### config.mk
export PLATFORM = sky130hd
export DESIGN_NAME = afpf_queue
export DESIGN_NICKNAME = d
export VERILOG_FILES = /design/src/sv/afpf_pkg.sv /design/src/sv/afpf_queue.sv
export SDC_FILE = /design/constraint.sdc
export NUM_CORES = 1
export LEC_CHECK = 0
export BUFFER_PORTS_ARGS = -buffer_cell sky130_fd_sc_hd__buf_4
export CAP_MARGIN = 10
export CORE_ASPECT_RATIO = 1.75
export CORE_UTILIZATION = 55
export DETAILED_ROUTE_END_ITERATION = 8
export PLACE_DENSITY = 0.87
export SLEW_MARGIN = 10
export SYNTH_ARGS = -nofsm -noshare
export SYNTH_HDL_FRONTEND = slang
export SYNTH_SLANG_ARGS = --single-unit
### constraint.sdc
create_clock -name aclk -period 3.5 [get_ports aclk]
set_input_delay 0.7 -clock aclk [delete_from_list [all_inputs] [get_ports aclk]]
set_output_delay 0.7 -clock aclk [all_outputs]
set_load 0.005 [all_outputs]
### src/sv/afpf_pkg.sv
`timescale 1ns / 1ps
// afpf_pkg: shared types and constants of the accelerometer frame parser and filter
// no dependencies; imported by the front, queue, back and top modules

package afpf_pkg;

    // frame framing and type codes
    localparam logic [7:0] HEADER_BYTE = 8'h55;
    localparam logic [7:0] ACCEL_TYPE  = 8'h51;

    // filter coefficients in Q14: alpha 0.8 and 1 - alpha
    localparam logic signed [15:0] ALPHA_Q14     = 16'sd13107;
    localparam logic signed [15:0] ONE_MINUS_Q14 = 16'sd3277;
    localparam int unsigned        FRAC_SHIFT    = 14;

    // field widths
    localparam int unsigned SAMPLE_W = 16;
    localparam int unsigned GRAV_W   = 26;
    localparam int unsigned LIN_W    = 27;
    localparam int unsigned THR_W    = 15;
    localparam int unsigned AXES     = 3;

    // queue between parser and filter
    localparam int unsigned QUEUE_DEPTH = 4;
    localparam int unsigned QPTR_W      = $clog2(QUEUE_DEPTH);

    // configuration register indexes
    typedef enum logic [1:0] {
        REG_MIN_ACC_X = 2'd0,
        REG_MIN_ACC_Y = 2'd1,
        REG_MIN_ACC_Z = 2'd2
    } cfg_reg_t;

    localparam logic [THR_W-1:0] MIN_ACC_RESET = 15'd205;

    // one parsed byte, as handed from parser to filter
    typedef struct packed {
        logic                       frame_ok;
        logic                       accel;
        logic signed [SAMPLE_W-1:0] sample_x;
        logic signed [SAMPLE_W-1:0] sample_y;
        logic signed [SAMPLE_W-1:0] sample_z;
    } cmd_t;

endpackage

### src/sv/afpf_queue.sv
`timescale 1ns / 1ps
// afpf_queue: short register queue between the parser and the filter pipeline
// depends on afpf_pkg

module afpf_queue (
    input  logic            aclk,
    input  logic            aresetn,
    input  logic            push,
    input  afpf_pkg::cmd_t  push_data,
    output logic            full,
    input  logic            pop,
    output afpf_pkg::cmd_t  pop_data,
    output logic            empty
);
    import afpf_pkg::*;

    cmd_t              mem_reg [QUEUE_DEPTH];
    logic [QPTR_W-1:0] wr_ptr_reg, rd_ptr_reg;
    logic [QPTR_W:0]   count_reg, count_next;

    assign full     = (count_reg == (QPTR_W+1)'(QUEUE_DEPTH));
    assign empty    = (count_reg == '0);
    assign pop_data = mem_reg[rd_ptr_reg];

    // occupancy
    always_comb begin
        count_next = count_reg;
        if (push && !pop) begin
            count_next = count_reg + 1'b1;
        end else if (pop && !push) begin
            count_next = count_reg - 1'b1;
        end
    end

    always_ff @(posedge aclk) begin
        if (!aresetn) begin
            wr_ptr_reg <= '0;
            rd_ptr_reg <= '0;
            count_reg  <= '0;
        end else begin
            count_reg <= count_next;
            if (push) begin
                wr_ptr_reg <= wr_ptr_reg + 1'b1;
            end
            if (pop) begin
                rd_ptr_reg <= rd_ptr_reg + 1'b1;
            end
        end
    end

    // entry storage
    always_ff @(posedge aclk) begin
        if (push) begin
            mem_reg[wr_ptr_reg] <= push_data;
        end
    end

endmodule

==> summary.md <==
| Metric | Value |
|---|---|
| Total global routing overflow | 0 |
| Cell-internal power | 4426 uW |
| Startpoint types | register |
| Dpl ws | 1.097 ns |
| Gate power share | 10.0% |
| Drt total wl | 13.83 mm |
| Dpl cells | 580 |
| Max-slew headroom | 48.47% |
| Initial Util | 57.07% |
| TNS Setup | 0 ns |
| Switch share | 20.16% |
| Final setup fails | 0 |
| Post-cts resize count | 0 |
| Crit path DAT | 2.15 ns |
| Metal3 WL | 789 um |
| Drt first pass iters | 4 |
| Worst-Skew Late Latency | 0.48 ns |
| Switching power | 1118 uW |
| Sequential Power Share | 52.8% |
| Routed length on met1 | 4.846 mm |
| Post-route ant nets | 0 |
| Final Skew | 0.007032 ns |
| Reg clk slew, reported paths | 0.07 ns |
| HP Class | in -> reg |
| Final Hold Fails | 0 |
| Outcome | finished, final reports clean |
| Yosys top cell by area | edfxtp_1 |
| Reg2Reg Depth | 4 |
| Vias/cell | 5.678 |
| Top routing layer used | met4 |
| Hold path start | push_data[2] |
| Vias in the first global route | 3,819 |
| H-tree depth | 1 |
| Synth-to-layout area growth | 20.87% |
| Crit path max-delay cell type | dfxtp_4 |
| Post-Syn Nets | 365 |
| CP Data Required Time | 2.80 ns |
| Met2 WL | 7.792 mm |
| WHS Endpoint | mem_reg[0][2] |
| Die height | 158.7 um |
| Reg-to-reg startpoint | wr_ptr_reg[0] |
| Hold buffers post-CTS | 0 |
| Commonest cells in the netlist | 200 x edfxtp_1, 50 x mux4_2, 9 x and2_1, 9 x dfxtp_1 |
| Synth Register Bits | 209 |
| Slew Viols, Final | 0 |
| Largest net degree at the start of global routing | 32 |
| I/O Buffers | 105 |
| Cells after synthesis | 305 |
| Clock sinks | 209 |
| Postcts setup bufs | 0 |
| Post-route DRC | 0 |
| Nets@finish | 486 |
| DR vias | 3,475 |
| F_max | 351.1 MHz |
| Ys async rst share | 0% |
| Initial antenna violation count | 0 |
| Crit-path max FO | 31 |
| LEAKAGE | 0.003179 uW |
| Peak supply drop | 0.4516 mV |
| Finished Layout Cells | 612 |
| Gr usage total | 19.85% |
| Synth unique cells | 21 |
| Synth top area cells | edfxtp_1 78%, mux4_2 15%, dfxtp_1 2.3%, buf_12 1.3%, ha_1 0.81% |
| Setup Crit Path Kind | reg -> out |
| R2R Path End | mem_reg[0][29] |
| Worst-path cell chain | buf_12, mux4_2, buf_4 |
| Worst Tran Pin Value | 0.7730 ns |
| Sequential area share after synthesis | 80.16% |
| Most frequent cell after synthesis | edfxtp_1 |
| Root Driver | clkbuf_16 |
| Reg-to-reg setup timing slack | 1.61 ns |
| Final min period | 2.848 ns |
| Max incr delay on CP | 0.61 ns |
| Iter 0 DRT Violations | 138 |
| Syn_area_per_cell | 25.30 um^2 |
| Final Cell Area | 9328 um^2 |
| WL/cell | 22.60 um |
| Max FFs per register | 200 |
| Die area | 14,530 um^2 |
| CTS Buf Count | 18 |
| Power Density | 594.3 nW/um^2 |
| Share of the synthesized area in the top cell type | 77.82% |
| First-pass GRT wire length | 21.27 mm |
| Clock Power Share | 37.2% |
| Synth Flop Type | edfxtp_1 |
| Cell Area, Synth | 7717 um^2 |
| Number of synthesized flops with an enable pin | 200 |
| Hold_ws | 0.4214 ns |
| Diodes inserted | 0 |
| Share of layout cells above drive strength 1 | 44.75% |
| Fin worst setup slack | 0.6519 ns |
| IO Pins | 106 |
| Gpl congestion | 0.7178 |
| Row cnt | 56 |
| Core Region | 13,520 um^2 |
| RSZ-0062 raised after global routing | false |
| Final period utilization | 81.37% |
| CTS tree | built |
| Hold Path Depth | 1 |
| Die width | 91.55 um |
| CP endpoint kind | output port |
| CTS max path bufs | 3 |
| Max-cap violations | 0 |
| Synth warnings | 0 |
| Hpwl dp | 8.328 mm |
| Cell Area, Placed | 8703 um^2 |
[power by group through the flow]
stage | Clock [uW] | Sequential, uW | Combinational (uW)
2_1_floorplan | 0 | 2950 | 308
3_3_place_gp | 0 | 2970 | 542
3_5_place_dp | 0 | 2980 | 559
4_1_cts | 2100 | 2930 | 565
5_1_grt | 2200 | 2940 | 594
6_report | 2060 | 2920 | 554
[metrics by stage]
stage,utilization (%),power (uW)
floorplan,-,3258
finish,68.98,5544
CTS,68.98,5590
detailed placement,64.36,3539
global placement,64.36,3511
global route,68.98,5728
[kinds of logic after synthesis]
group,synth area share [%]
fa+ha+maj,1.070
compound gates,0.1621
buf+inv,2.010
mux,14.85
xor+xnor,0.5675
flops,80.16
simple gates,1.183
[critical path: cells and delay by family (launching register included)]
kind | cells | cell delay (ns)
flip-flops | 1 | 0.61
buffers and inverters | 2 | 0.47
multiplexers | 1 | 0.57
[worst max path at each step]
| stage | endpoint | slack (ns) | cells past startpoint |
|---|---|---|---|
| final | pop_data[44] | 0.65 | 3 |
| after floorplan | mem_reg[0][0] | 1.19 | 1 |
| after global routing | pop_data[35] | 0.50 | 3 |
| after detailed placement | pop_data[26] | 1.10 | 3 |
| after CTS | pop_data[35] | 0.57 | 3 |
| after global placement | pop_data[26] | 1.10 | 3 |
[area by class of cell]
class	count	area, um^2
Clock buffer	24	504.2
Clock inverter	8	120.1
Fill cell	793	4195
Inverter	4	15.01
Multi-Input combinational cell	80	1381
Sequential cell	209	6191
Tap cell	174	217.7
Timing Repair Buffer	113	898.4
[metal layers]
layer	track usage [%]	vias up
met3	3.879	27
met1	23.03	1807
li1	-	1525
met5	0	-
met2	35.58	116
met4	8.153	0
[cell usage in the layout (no fill, tap or decap)]
cell	synthesis	final
fa_1	1	1
nor3_1	1	1
edfxtp_1	200	200
dfxtp_4	0	1
dfxtp_1	9	7
clkbuf_8	0	1
inv_6	0	1
or3_1	1	1
mux4_2	50	50
nand2_1	1	1
clkinv_1	0	1
xor2_1	3	3
mux2i_1	2	2
clkinv_2	0	2
clkinvlp_4	0	1
ha_1	5	5
clkbuf_1	0	4
xnor2_1	2	2
buf_4	0	109
o21ai_0	1	1
buf_12	5	4
and2_2	0	4
dfxtp_2	0	1
and2_1	9	5
a21boi_0	1	1
bufinv_16	0	3
clkbuf_16	0	19
nor3b_1	1	1
nor2b_1	2	2
inv_1	4	4
Power figures use the tool's default switching activity.
