`config.mk`:
```
export PLATFORM = sky130hd
export DESIGN_NAME = afpf_front
export DESIGN_NICKNAME = d
export VERILOG_FILES = /design/src/sv/afpf_pkg.sv /design/src/sv/afpf_front.sv
export SDC_FILE = /design/constraint.sdc
export NUM_CORES = 1
export LEC_CHECK = 0
export ABC_AREA = 0
export BUFFER_PORTS_ARGS = -buffer_cell sky130_fd_sc_hd__buf_2
export CORE_ASPECT_RATIO = 0.8
export CORE_UTILIZATION = 35
export DETAILED_ROUTE_END_ITERATION = 16
export GPL_TIMING_DRIVEN = 0
export SYNTH_ARGS = -nofsm -noshare
export SYNTH_HDL_FRONTEND = slang
export SYNTH_SLANG_ARGS = --single-unit
```
`constraint.sdc`:
```
create_clock -name aclk -period 4.65 [get_ports aclk]
set_input_delay 0 -clock aclk [delete_from_list [all_inputs] [get_ports aclk]]
set_output_delay 0 -clock aclk [all_outputs]
set_load 0.05 [all_outputs]
```
`src/sv/afpf_pkg.sv`:
```
`timescale 1ns / 1ps
// afpf_pkg: shared types and constants of the accelerometer frame parser and filter
// no dependencies; imported by the front, queue, back and top modules

package afpf_pkg;

    // frame framing and type codes
    localparam logic [7:0] HEADER_BYTE = 8'h55;
    localparam logic [7:0] ACCEL_TYPE  = 8'h51;

    // filter coefficients in Q14: alpha 0.8 and 1 - alpha
    localparam logic signed [15:0] ALPHA_Q14     = 16'sd13107;
    localparam logic signed [15:0] ONE_MINUS_Q14 = 16'sd3277;
    localparam int unsigned        FRAC_SHIFT    = 14;

    // field widths
    localparam int unsigned SAMPLE_W = 16;
    localparam int unsigned GRAV_W   = 26;
    localparam int unsigned LIN_W    = 27;
    localparam int unsigned THR_W    = 15;
    localparam int unsigned AXES     = 3;

    // queue between parser and filter
    localparam int unsigned QUEUE_DEPTH = 4;
    localparam int unsigned QPTR_W      = $clog2(QUEUE_DEPTH);

    // configuration register indexes
    typedef enum logic [1:0] {
        REG_MIN_ACC_X = 2'd0,
        REG_MIN_ACC_Y = 2'd1,
        REG_MIN_ACC_Z = 2'd2
    } cfg_reg_t;

    localparam logic [THR_W-1:0] MIN_ACC_RESET = 15'd205;

    // one parsed byte, as handed from parser to filter
    typedef struct packed {
        logic                       frame_ok;
        logic                       accel;
        logic signed [SAMPLE_W-1:0] sample_x;
        logic signed [SAMPLE_W-1:0] sample_y;
        logic signed [SAMPLE_W-1:0] sample_z;
    } cmd_t;

endpackage

```
`src/sv/afpf_front.sv`:
```
`timescale 1ns / 1ps
// afpf_front: byte parser, header hunt, running checksum and frame byte store
// depends on afpf_pkg

module afpf_front #(
    parameter int unsigned FRAME_LEN = 11
) (
    input  logic               aclk,
    input  logic               aresetn,
    input  logic               accept,
    input  logic [7:0]         rx_byte,
    output afpf_pkg::cmd_t     cmd
);
    import afpf_pkg::*;

    localparam logic [3:0] LAST_POS = 4'(FRAME_LEN - 1);

    logic [3:0] pos_reg, pos_next;
    logic [7:0] sum_reg, sum_next;
    logic [7:0] store_reg [1:7];
    logic [7:0] byte_at [1:7];
    logic       hunting, storing, closing, good;

    // classify the incoming byte
    always_comb begin
        hunting = (pos_reg == 4'd0) && (rx_byte != HEADER_BYTE);
        storing = !hunting && (pos_reg < LAST_POS);
        closing = !hunting && !storing;
        good    = closing && (sum_reg == rx_byte);
    end

    // bytes past the frame end are never written and read as zero
    always_comb begin
        for (int k = 1; k <= 7; k++) begin
            byte_at[k] = (k < FRAME_LEN - 1) ? store_reg[k] : 8'd0;
        end
    end

    // command for the filter, one per byte
    always_comb begin
        cmd.frame_ok = good;
        cmd.accel    = good && (byte_at[1] == ACCEL_TYPE);
        cmd.sample_x = $signed({byte_at[3], byte_at[2]});
        cmd.sample_y = $signed({byte_at[5], byte_at[4]});
        cmd.sample_z = $signed({byte_at[7], byte_at[6]});
    end

    // parser state update
    always_comb begin
        pos_next = pos_reg;
        sum_next = sum_reg;
        if (storing) begin
            pos_next = pos_reg + 4'd1;
            sum_next = sum_reg + rx_byte;
        end else if (closing) begin
            pos_next = 4'd0;
            sum_next = 8'd0;
        end
    end

    always_ff @(posedge aclk) begin
        if (!aresetn) begin
            pos_reg <= 4'd0;
            sum_reg <= 8'd0;
        end else if (accept) begin
            pos_reg <= pos_next;
            sum_reg <= sum_next;
        end
    end

    // frame byte store, payload only
    always_ff @(posedge aclk) begin
        for (int k = 1; k <= 7; k++) begin
            if (accept && storing && (pos_reg == 4'(k))) begin
                store_reg[k] <= rx_byte;
            end
        end
    end

endmodule

```
==> summary.txt, run 1 <==
Synthesis
  • Synth Flop Type: edfxtp_1
  • Post-synth EDFFs: 56
  • Asr flop ratio synth: 0
  • Synth unique cells: 48
  • Most area-consuming cells after synthesis: edfxtp_1 54%, buf_4 12%, dfxtp_1 7.7%
  • Top cell type's share of synthesized area: 0.5363
  • FF+latch count, synth: 68
  • Seq/Total Area, Yosys: 0.6129
  • Syn Area/Cell: 13.29 µm²
  • Leading area contributor after synthesis: edfxtp_1
  • Ys Warns: 0
  • Syn nets: 259
  • Synth Cell Area: between 3000 and 4000 µm²
  • Synth Instances: 236

Clocking
  • Post-CTS Resized: 0
  • Bufs on Longest Clock Path: 2
  • CTS Root Cell: clkbuf_8
  • CTS tree: done
  • Total CTS buffers: 9
  • Clock net sink count: 68
  • Hold Buf Count CTS: 2
  • Clock-pin slew on the worst setup and hold paths: roughly 0.08 ns
  • Post-CTS Setup Bufs: 0
  • Clock latency on the worst-skew pair: around 0.35 ns
  • H-tree depth: 3

Worst setup path
  • Critical Path AT: 2.29 ns
  • Worst reg2reg path depth: 6
  • Crit-path cells: ha_1 > clkbuf_1 > nor4_1 > nand2_1 > nor3_1 > and3_1 > buf_2
  • Worst path top cell family by delay: simple AND/OR/NAND/NOR gates
  • Slowest cell on crit path: dfxtp_1
  • Worst Setup EP: cmd[48]
  • Max Fanout on Critical Path: 8
  • Slowest stage delay, CP: 0.32 ns
  • R2r setup slk: 2.52 ns
  • Required @ worst endpoint: 4.65 ns
  • Crit path capture type: primary output
  • Startpoint Class: flip-flop
  • Worst setup path start: sum_reg[5]$_SDFFE_PN0P_
  • WS Path Type: reg -> out
  • Reg-to-Reg Start: pos_reg[0]$_SDFFE_PN0P_
  • CP Buf/Inv Count: 2
  • Reg2reg end: store_reg[0][22]$_DFFE_PP_
  • Cell count along the critical path: 7

Global route
  • Vias in the first global route: 1779
  • First-pass GRT wire length: 9.370 mm
  • Total track usage: 0.1386
  • Initial antenna violation count: 0
  • Largest net degree at the start of global routing: 15
  • Overflow after GRT: 0

STA
  • Worst-Margin Slew: 0.4636 ns
  • Worst setup margin: roughly 2.4 ns
  • Skew final: 0.009949 ns
  • Final min period: ~2.3 ns
  • Final hold slack: 0.006304 ns
  • Tcrit/Tclk final: 0.4926
  • Slew Limit Fails: 0
  • Hold Fails Final Rpt: 0
  • Final setup viols: 0
  • Setup TNS: 0 ns
  • F_max: 436.6 MHz
  • RSZ-0062 raised after global routing: false
  • Slew margin rel.: 0.6910

Pwr
  • Switching portion of total power: 0.2313
  • VDD IR max: 0.0001531 V
  • Total power: roughly 1.2 mW
  • Internal power: 0.9255 mW
  • Clock share of power: 0.421
  • Combinational fraction of design power: 0.033
  • Pwr per Cell Area: 316.7 nW/µm²
  • Sequential fraction of design power: 0.546
  • Leak pwr: 1.556 nW
  • Sw power: 0.2784 mW

Die
  • Die X: between 100 and 150 µm
  • Die H: approximately 87 µm
  • Number of core rows: 30
  • Starting Density: 0.3648
  • Die ar.: 9343 µm²
  • Placeable Area: between 8000 and 9000 µm²
  • # IOs: 61

Outcome
  • Outcome: finished, final reports clean

Placement
  • RePlAce Congestion: 0.8200
  • Pre-CTS setup slack: 2.502 ns
  • DP Wirelength: 4.057 mm
  • Cells after DPL: 408
  • Port Buffers: 60
  • Dpl cell area: between 3000 and 4000 µm²

Drt
  • Routed WL: 6.004 mm
  • DR WL/cell: 14.09 µm
  • Pre-antenna DRT Iters: 4
  • Vias: 1927
  • Post-DRT Antenna Nets: 0
  • Via/cell ratio: 4.523
  • Initial DRC Count: around 140
  • Post-route DRC violation count: 0

Cells and area
  • Max FFs per register: 56
  • Non-Filler Instances: 426
  • Layout cell share with drive strength beyond 1: 0.4236
  • Final core area utilization: 0.4422
  • Final instance area: 3801 µm²
  • Storage cell area: 1922 µm²
  • Area of the multi-input gates: 773.2 µm²
  • Layout net count: around 330
  • Synth-to-Final Area Change: 21.23%
  • Filler cells: 804
  • # diodes: 0

Worst hold path
  • Hold path depth: 1
  • Hold WC Path Type: in -> reg

Flow run
  • Max-Cap Viols: 0
==> per-layer routing <==
layer  vias to the layer above  global-route usage  part of all wire
met3                         9             0.04662             0.061
met5                         -                   0                 0
met2                        67              0.2104              0.44
met4                         0             0.04483             0.011
met1                       892              0.1864              0.49
li1                        959                   -                 -
==> power groups by stage <==
stage | clock (mW) | sequential (mW) | combinational [mW]
6_report | 0.507 | 0.657 | 0.0401
3_5_place_dp | 0 | 0.671 | 0.0396
4_1_cts | 0.516 | 0.657 | 0.0411
3_3_place_gp | 0 | 0.671 | 0.0393
5_1_grt | 0.539 | 0.657 | 0.0450
2_1_floorplan | 0 | 0.672 | 0.0181
==> cell usage after synthesis (2+ instances only) <==
cell type  number
nor3_1          6
a211oi_1        3
clkbuf_1        2
o21a_1          3
buf_6           2
edfxtp_1       56
inv_1          10
nor2_1          4
ha_1           11
and3_1         10
a21boi_0        5
nand3_1         5
buf_4          49
nor2b_1         4
xnor2_1         3
nand4_1         2
nor4bb_1        2
o21ai_0         3
o211ai_1        2
dfxtp_1        12
a21oi_1         5
a21o_1          4
nand2_1         8
==> cells by family (layout without fill, tap and decap cells) <==
kind of cell | after synthesis | after routing | synth area share
flip-flops | 68 | 68 | 0.6129
buffers and inverters | 64 | 142 | 0.1405
AND/OR/NAND/NOR | 51 | 51 | 0.09577
AO/OA/AOI/OAI | 35 | 35 | 0.08261
adder cells (fa/ha/maj) | 12 | 12 | 0.05028
XOR/XNOR | 4 | 4 | 0.01118
multiplexers | 2 | 2 | 0.006784
==> worst min path at each step <==
stage / startpoint / endpoint / slack, ns
after floorplan: rx_byte[2] / store_reg[0][10]$_DFFE_PP_ / 0.1
after global placement: aresetn / pos_reg[2]$_SDFFE_PN0P_ / 0.31
after detailed placement: aresetn / pos_reg[2]$_SDFFE_PN0P_ / 0.31
after CTS: rx_byte[2] / store_reg[0][18]$_DFFE_PP_ / 0.008
after global routing: rx_byte[4] / store_reg[0][36]$_DFFE_PP_ / 0.002
final: rx_byte[1] / store_reg[0][57]$_DFFE_PP_ / 0.006
==> cells in the final DEF (no fill, tap or decap), types with 2 or more instances in the layout <==
cell            n
a211oi_1        3
clkinv_4        2
edfxtp_1       56
nor4bb_1        2
nand4_1         2
inv_1          10
a21o_1          4
and3_1         10
ha_1           11
a21boi_0        5
dfxtp_1        12
xnor2_1         3
nor3_1          6
o21ai_0         3
nor2b_1         4
o211ai_1        2
nand2_1         8
clkbuf_1        2
buf_6           2
o21a_1          3
clkbuf_8        9
inv_6           3
nand3_1         5
buf_2          61
nor2_1          4
dlygate4sd3_1   2
buf_4          49
a21oi_1         5
==> cell type report <==
cell class / instances / share of cell area
Sequential cell: 68 / 0.5056
Tap cell: 112 / 0.03687
Timing Repair Buffer: 62 / 0.08427
Multi-Input combinational cell: 104 / 0.2034
Clock buffer: 9 / 0.03259
Clock inverter: 7 / 0.02140
Inverter: 10 / 0.009875
Buffer: 54 / 0.1060
No activity file was read; power rests on OpenSTA's default activity.
==> run 2: changes to the inputs <==
clock period = 2.3 ns   (was 4.65 ns; I/O delays follow)
==> run 2 against run 1 <==
Net effect:
- clock power increased by 100%
- count of clock-buffer cells in the layout unchanged
- cell count decreased by 0.23%
- worst setup slack got worse by 2.2 ns
- largest cell class unchanged
- die area unchanged
- critical endpoint is now store_reg[0][22]$_DFFE_PP_
- utilization increased by 0.12 points
- via count increased by 0.73%
==> summary.txt, run 2 (same netlist as run 1, synthesis figures left out) <==
Clocking
  • CTS tree: done
  • Clock-pin slew on the worst setup and hold paths: 0.08 ns (about the same)
  • Post-CTS Setup Bufs: 0 (unchanged)
  • Clock latency on the worst-skew pair: 0.35 ns (about the same)
  • H-tree depth: 3 (unchanged)
  • Bufs on Longest Clock Path: 2 (unchanged)
  • Total CTS buffers: 9 (unchanged)
  • CTS Root Cell: clkbuf_8
  • Clock net sink count: 68 (unchanged)

STA
  • Final min period: 2.143 ns
  • RSZ-0062 raised after global routing: false
  • Slew margin rel.: 0.6882 (-0.002786)
  • Skew final: 0.01002 ns (+0.00007296 ns)
  • Worst-Margin Slew: 0.4677 ns (+0.004178 ns)
  • Final hold slack: 0.01103 ns (+0.004728 ns)
  • Setup TNS: 0 ns (unchanged)
  • Final setup viols: 0 (unchanged)
  • F_max: 466.5 MHz
  • Slew Limit Fails: 0 (unchanged)
  • Tcrit/Tclk final: 0.9319
  • Hold Fails Final Rpt: 0 (unchanged)

Die
  • Number of core rows: 30 (unchanged)
  • Starting Density: 0.3648 (unchanged)
  • Die ar.: 9343 µm² (unchanged)
  • Die H: 86.66 µm (unchanged)
  • Placeable Area: 8596 µm² (unchanged)
  • Die X: 107.8 µm (unchanged)
  • # IOs: 61 (unchanged)

Worst setup path
  • Required @ worst endpoint: 2.31 ns (-2.34 ns)
  • Crit path capture type: flip-flop
  • WS Path Type: reg -> reg
  • R2r setup slk: 0.16 ns (-2.36 ns)
  • Startpoint Class: flip-flop
  • Worst reg2reg path depth: 6 (unchanged)
  • Max Fanout on Critical Path: 10 (+2)
  • Critical Path AT: 2.15 ns (-0.14 ns)
  • Reg2reg end: store_reg[0][22]$_DFFE_PP_
  • Reg-to-Reg Start: pos_reg[0]$_SDFFE_PN0P_

Placement
  • Cells after DPL: 408 (unchanged)
  • RePlAce Congestion: 0.8200 (unchanged)
  • Port Buffers: 60 (unchanged)
  • DP Wirelength: 4.057 mm (unchanged)

Global route
  • Largest net degree at the start of global routing: 15 (unchanged)
  • Met2 usage: 0.2104 (unchanged)
  • Total track usage: 0.1386 (unchanged)
  • Met3 Use GR: 0.04662 (unchanged)
  • Met1 Track Usage GR: 0.1864 (unchanged)
  • Initial antenna violation count: 0 (unchanged)
  • First-pass GRT wire length: 9.370 mm (unchanged)
  • Vias in the first global route: 1779 (unchanged)
  • Overflow after GRT: 0 (unchanged)
  • GR peak layer: met2

Drt
  • DR WL/cell: 14.16 µm (+0.49%)
  • Vias: 1941 (+0.73%)
  • Initial DRC Count: 97 (-33%)
  • Pre-antenna DRT Iters: 4 (unchanged)
  • Via/cell ratio: 4.567 (+0.96%)
  • Routed WL: 6.019 mm (+0.25%)
  • Post-DRT Antenna Nets: 0 (unchanged)
  • Post-route DRC violation count: 0 (unchanged)

Cells and area
  • Non-Filler Instances: 425 (-0.23%)
  • Filler cells: 802 (-0.25%)
  • Max FFs per register: 56 (unchanged)
  • Most frequent cells in the layout: 60 x buf_2, 56 x edfxtp_1, 49 x buf_4
  • # diodes: 0 (unchanged)
  • Layout net count: 331 (-0.30%)
  • Synth-to-Final Area Change: 21.55%
  • Storage cell area: 1922 µm² (unchanged)
  • Area of the multi-input gates: 784.5 µm² (+1.5%)
  • Most common cell after layout, fill and taps aside: buf_2
  • Layout cell share with drive strength beyond 1: 0.4313 (+0.007743)

Flow run
  • Max-Cap Viols: 0 (unchanged)

Worst hold path
  • Hold path depth: 1 (unchanged)
  • Hold WC Path Type: in -> reg
  • Hold Startpoint: rx_byte[1]
  • Sink of the worst hold path: store_reg[0][57]$_DFFE_PP_

Pwr
  • Leak pwr: 1.555 nW (about the same)
  • Pwr per Cell Area: 638.7 nW/µm² (+100%)
  • VDD IR max: 0.0003075 V (+100%)

Outcome
  • Outcome: finished, final reports clean
==> run 2: cell count changes in the layout (fill, tap and decap cells not counted), sizes merged <==
cell | before | now
buf | 112 | 111
==> run 2: timing repair <==
| action | CTS | global route |
|---|---|---|
| hold endpoints to repair | 8 | 0 |
| cloned | 0 | 0 |
| setup endpoints to repair | 1 | 2 |
| hold buffers | 2 | 0 |
| gates resized for setup | 1 | 2 |
==> run 2: cell type report <==
class                      count  area share
sequential                    68      0.5043
multi-input combinational    104      0.2058
buffer                        53      0.1047
timing repair buffer          62     0.08470
tap                          112     0.03677
clock buffer                   9     0.03250
clock inverter                 7     0.02134
inverter                      10    0.009849
==> run 2: layer usage <==
layer | vias to the layer above | part of all wire | routed length, µm
li1 | 959 | - | -
met1 | 911 | 0.49 | 2978
met5 | - | 0 | 0
met2 | 62 | 0.44 | 2654
met4 | 0 | 0.013 | 80
met3 | 9 | 0.051 | 306
==> run 2: power breakdown <==
group,switching (mW),total (mW),internal (mW)
clock network,0.507,1.02,0.515
registers,0.000451,1.33,1.33
logic,0.0545,0.0826,0.0280
total,0.562,2.43,1.87
==> run 2: through the flow <==
step	area [µm²]	utilization	power, mW	setup WS [ns]
after floorplan	3136	-	1.394	0.4707
after detailed placement	3576	0.4160	1.437	0.1520
after global placement	3576	0.4160	1.437	0.1823
after CTS	3806	0.4428	2.455	0.03476
after global routing	3811	0.4434	2.510	0.001870
final	3811	0.4434	2.434	0.1566
==> run 2: worst max-delay path by stage <==
stage / start / slack (ns) / cells after the start / end
after floorplan: sum_reg[5]$_SDFFE_PN0P_ / 0.47 / 7 / sum_reg[7]$_SDFFE_PN0P_
after global placement: pos_reg[1]$_SDFFE_PN0P_ / 0.18 / 6 / store_reg[0][20]$_DFFE_PP_
after detailed placement: pos_reg[0]$_SDFFE_PN0P_ / 0.15 / 6 / store_reg[0][20]$_DFFE_PP_
after CTS: sum_reg[5]$_SDFFE_PN0P_ / 0.03 / 7 / cmd[48]
after global routing: pos_reg[0]$_SDFFE_PN0P_ / 0.002 / 6 / store_reg[0][16]$_DFFE_PP_
final: pos_reg[0]$_SDFFE_PN0P_ / 0.16 / 6 / store_reg[0][22]$_DFFE_PP_
==> run 2: critical path: stages (launching register included) <==
cell,delay (ns)
dfxtp_1,0.42
inv_1,0.11
ha_1,0.22
and2_1,0.19
a21oi_4,0.27
buf_6,0.18
and3_1,0.40
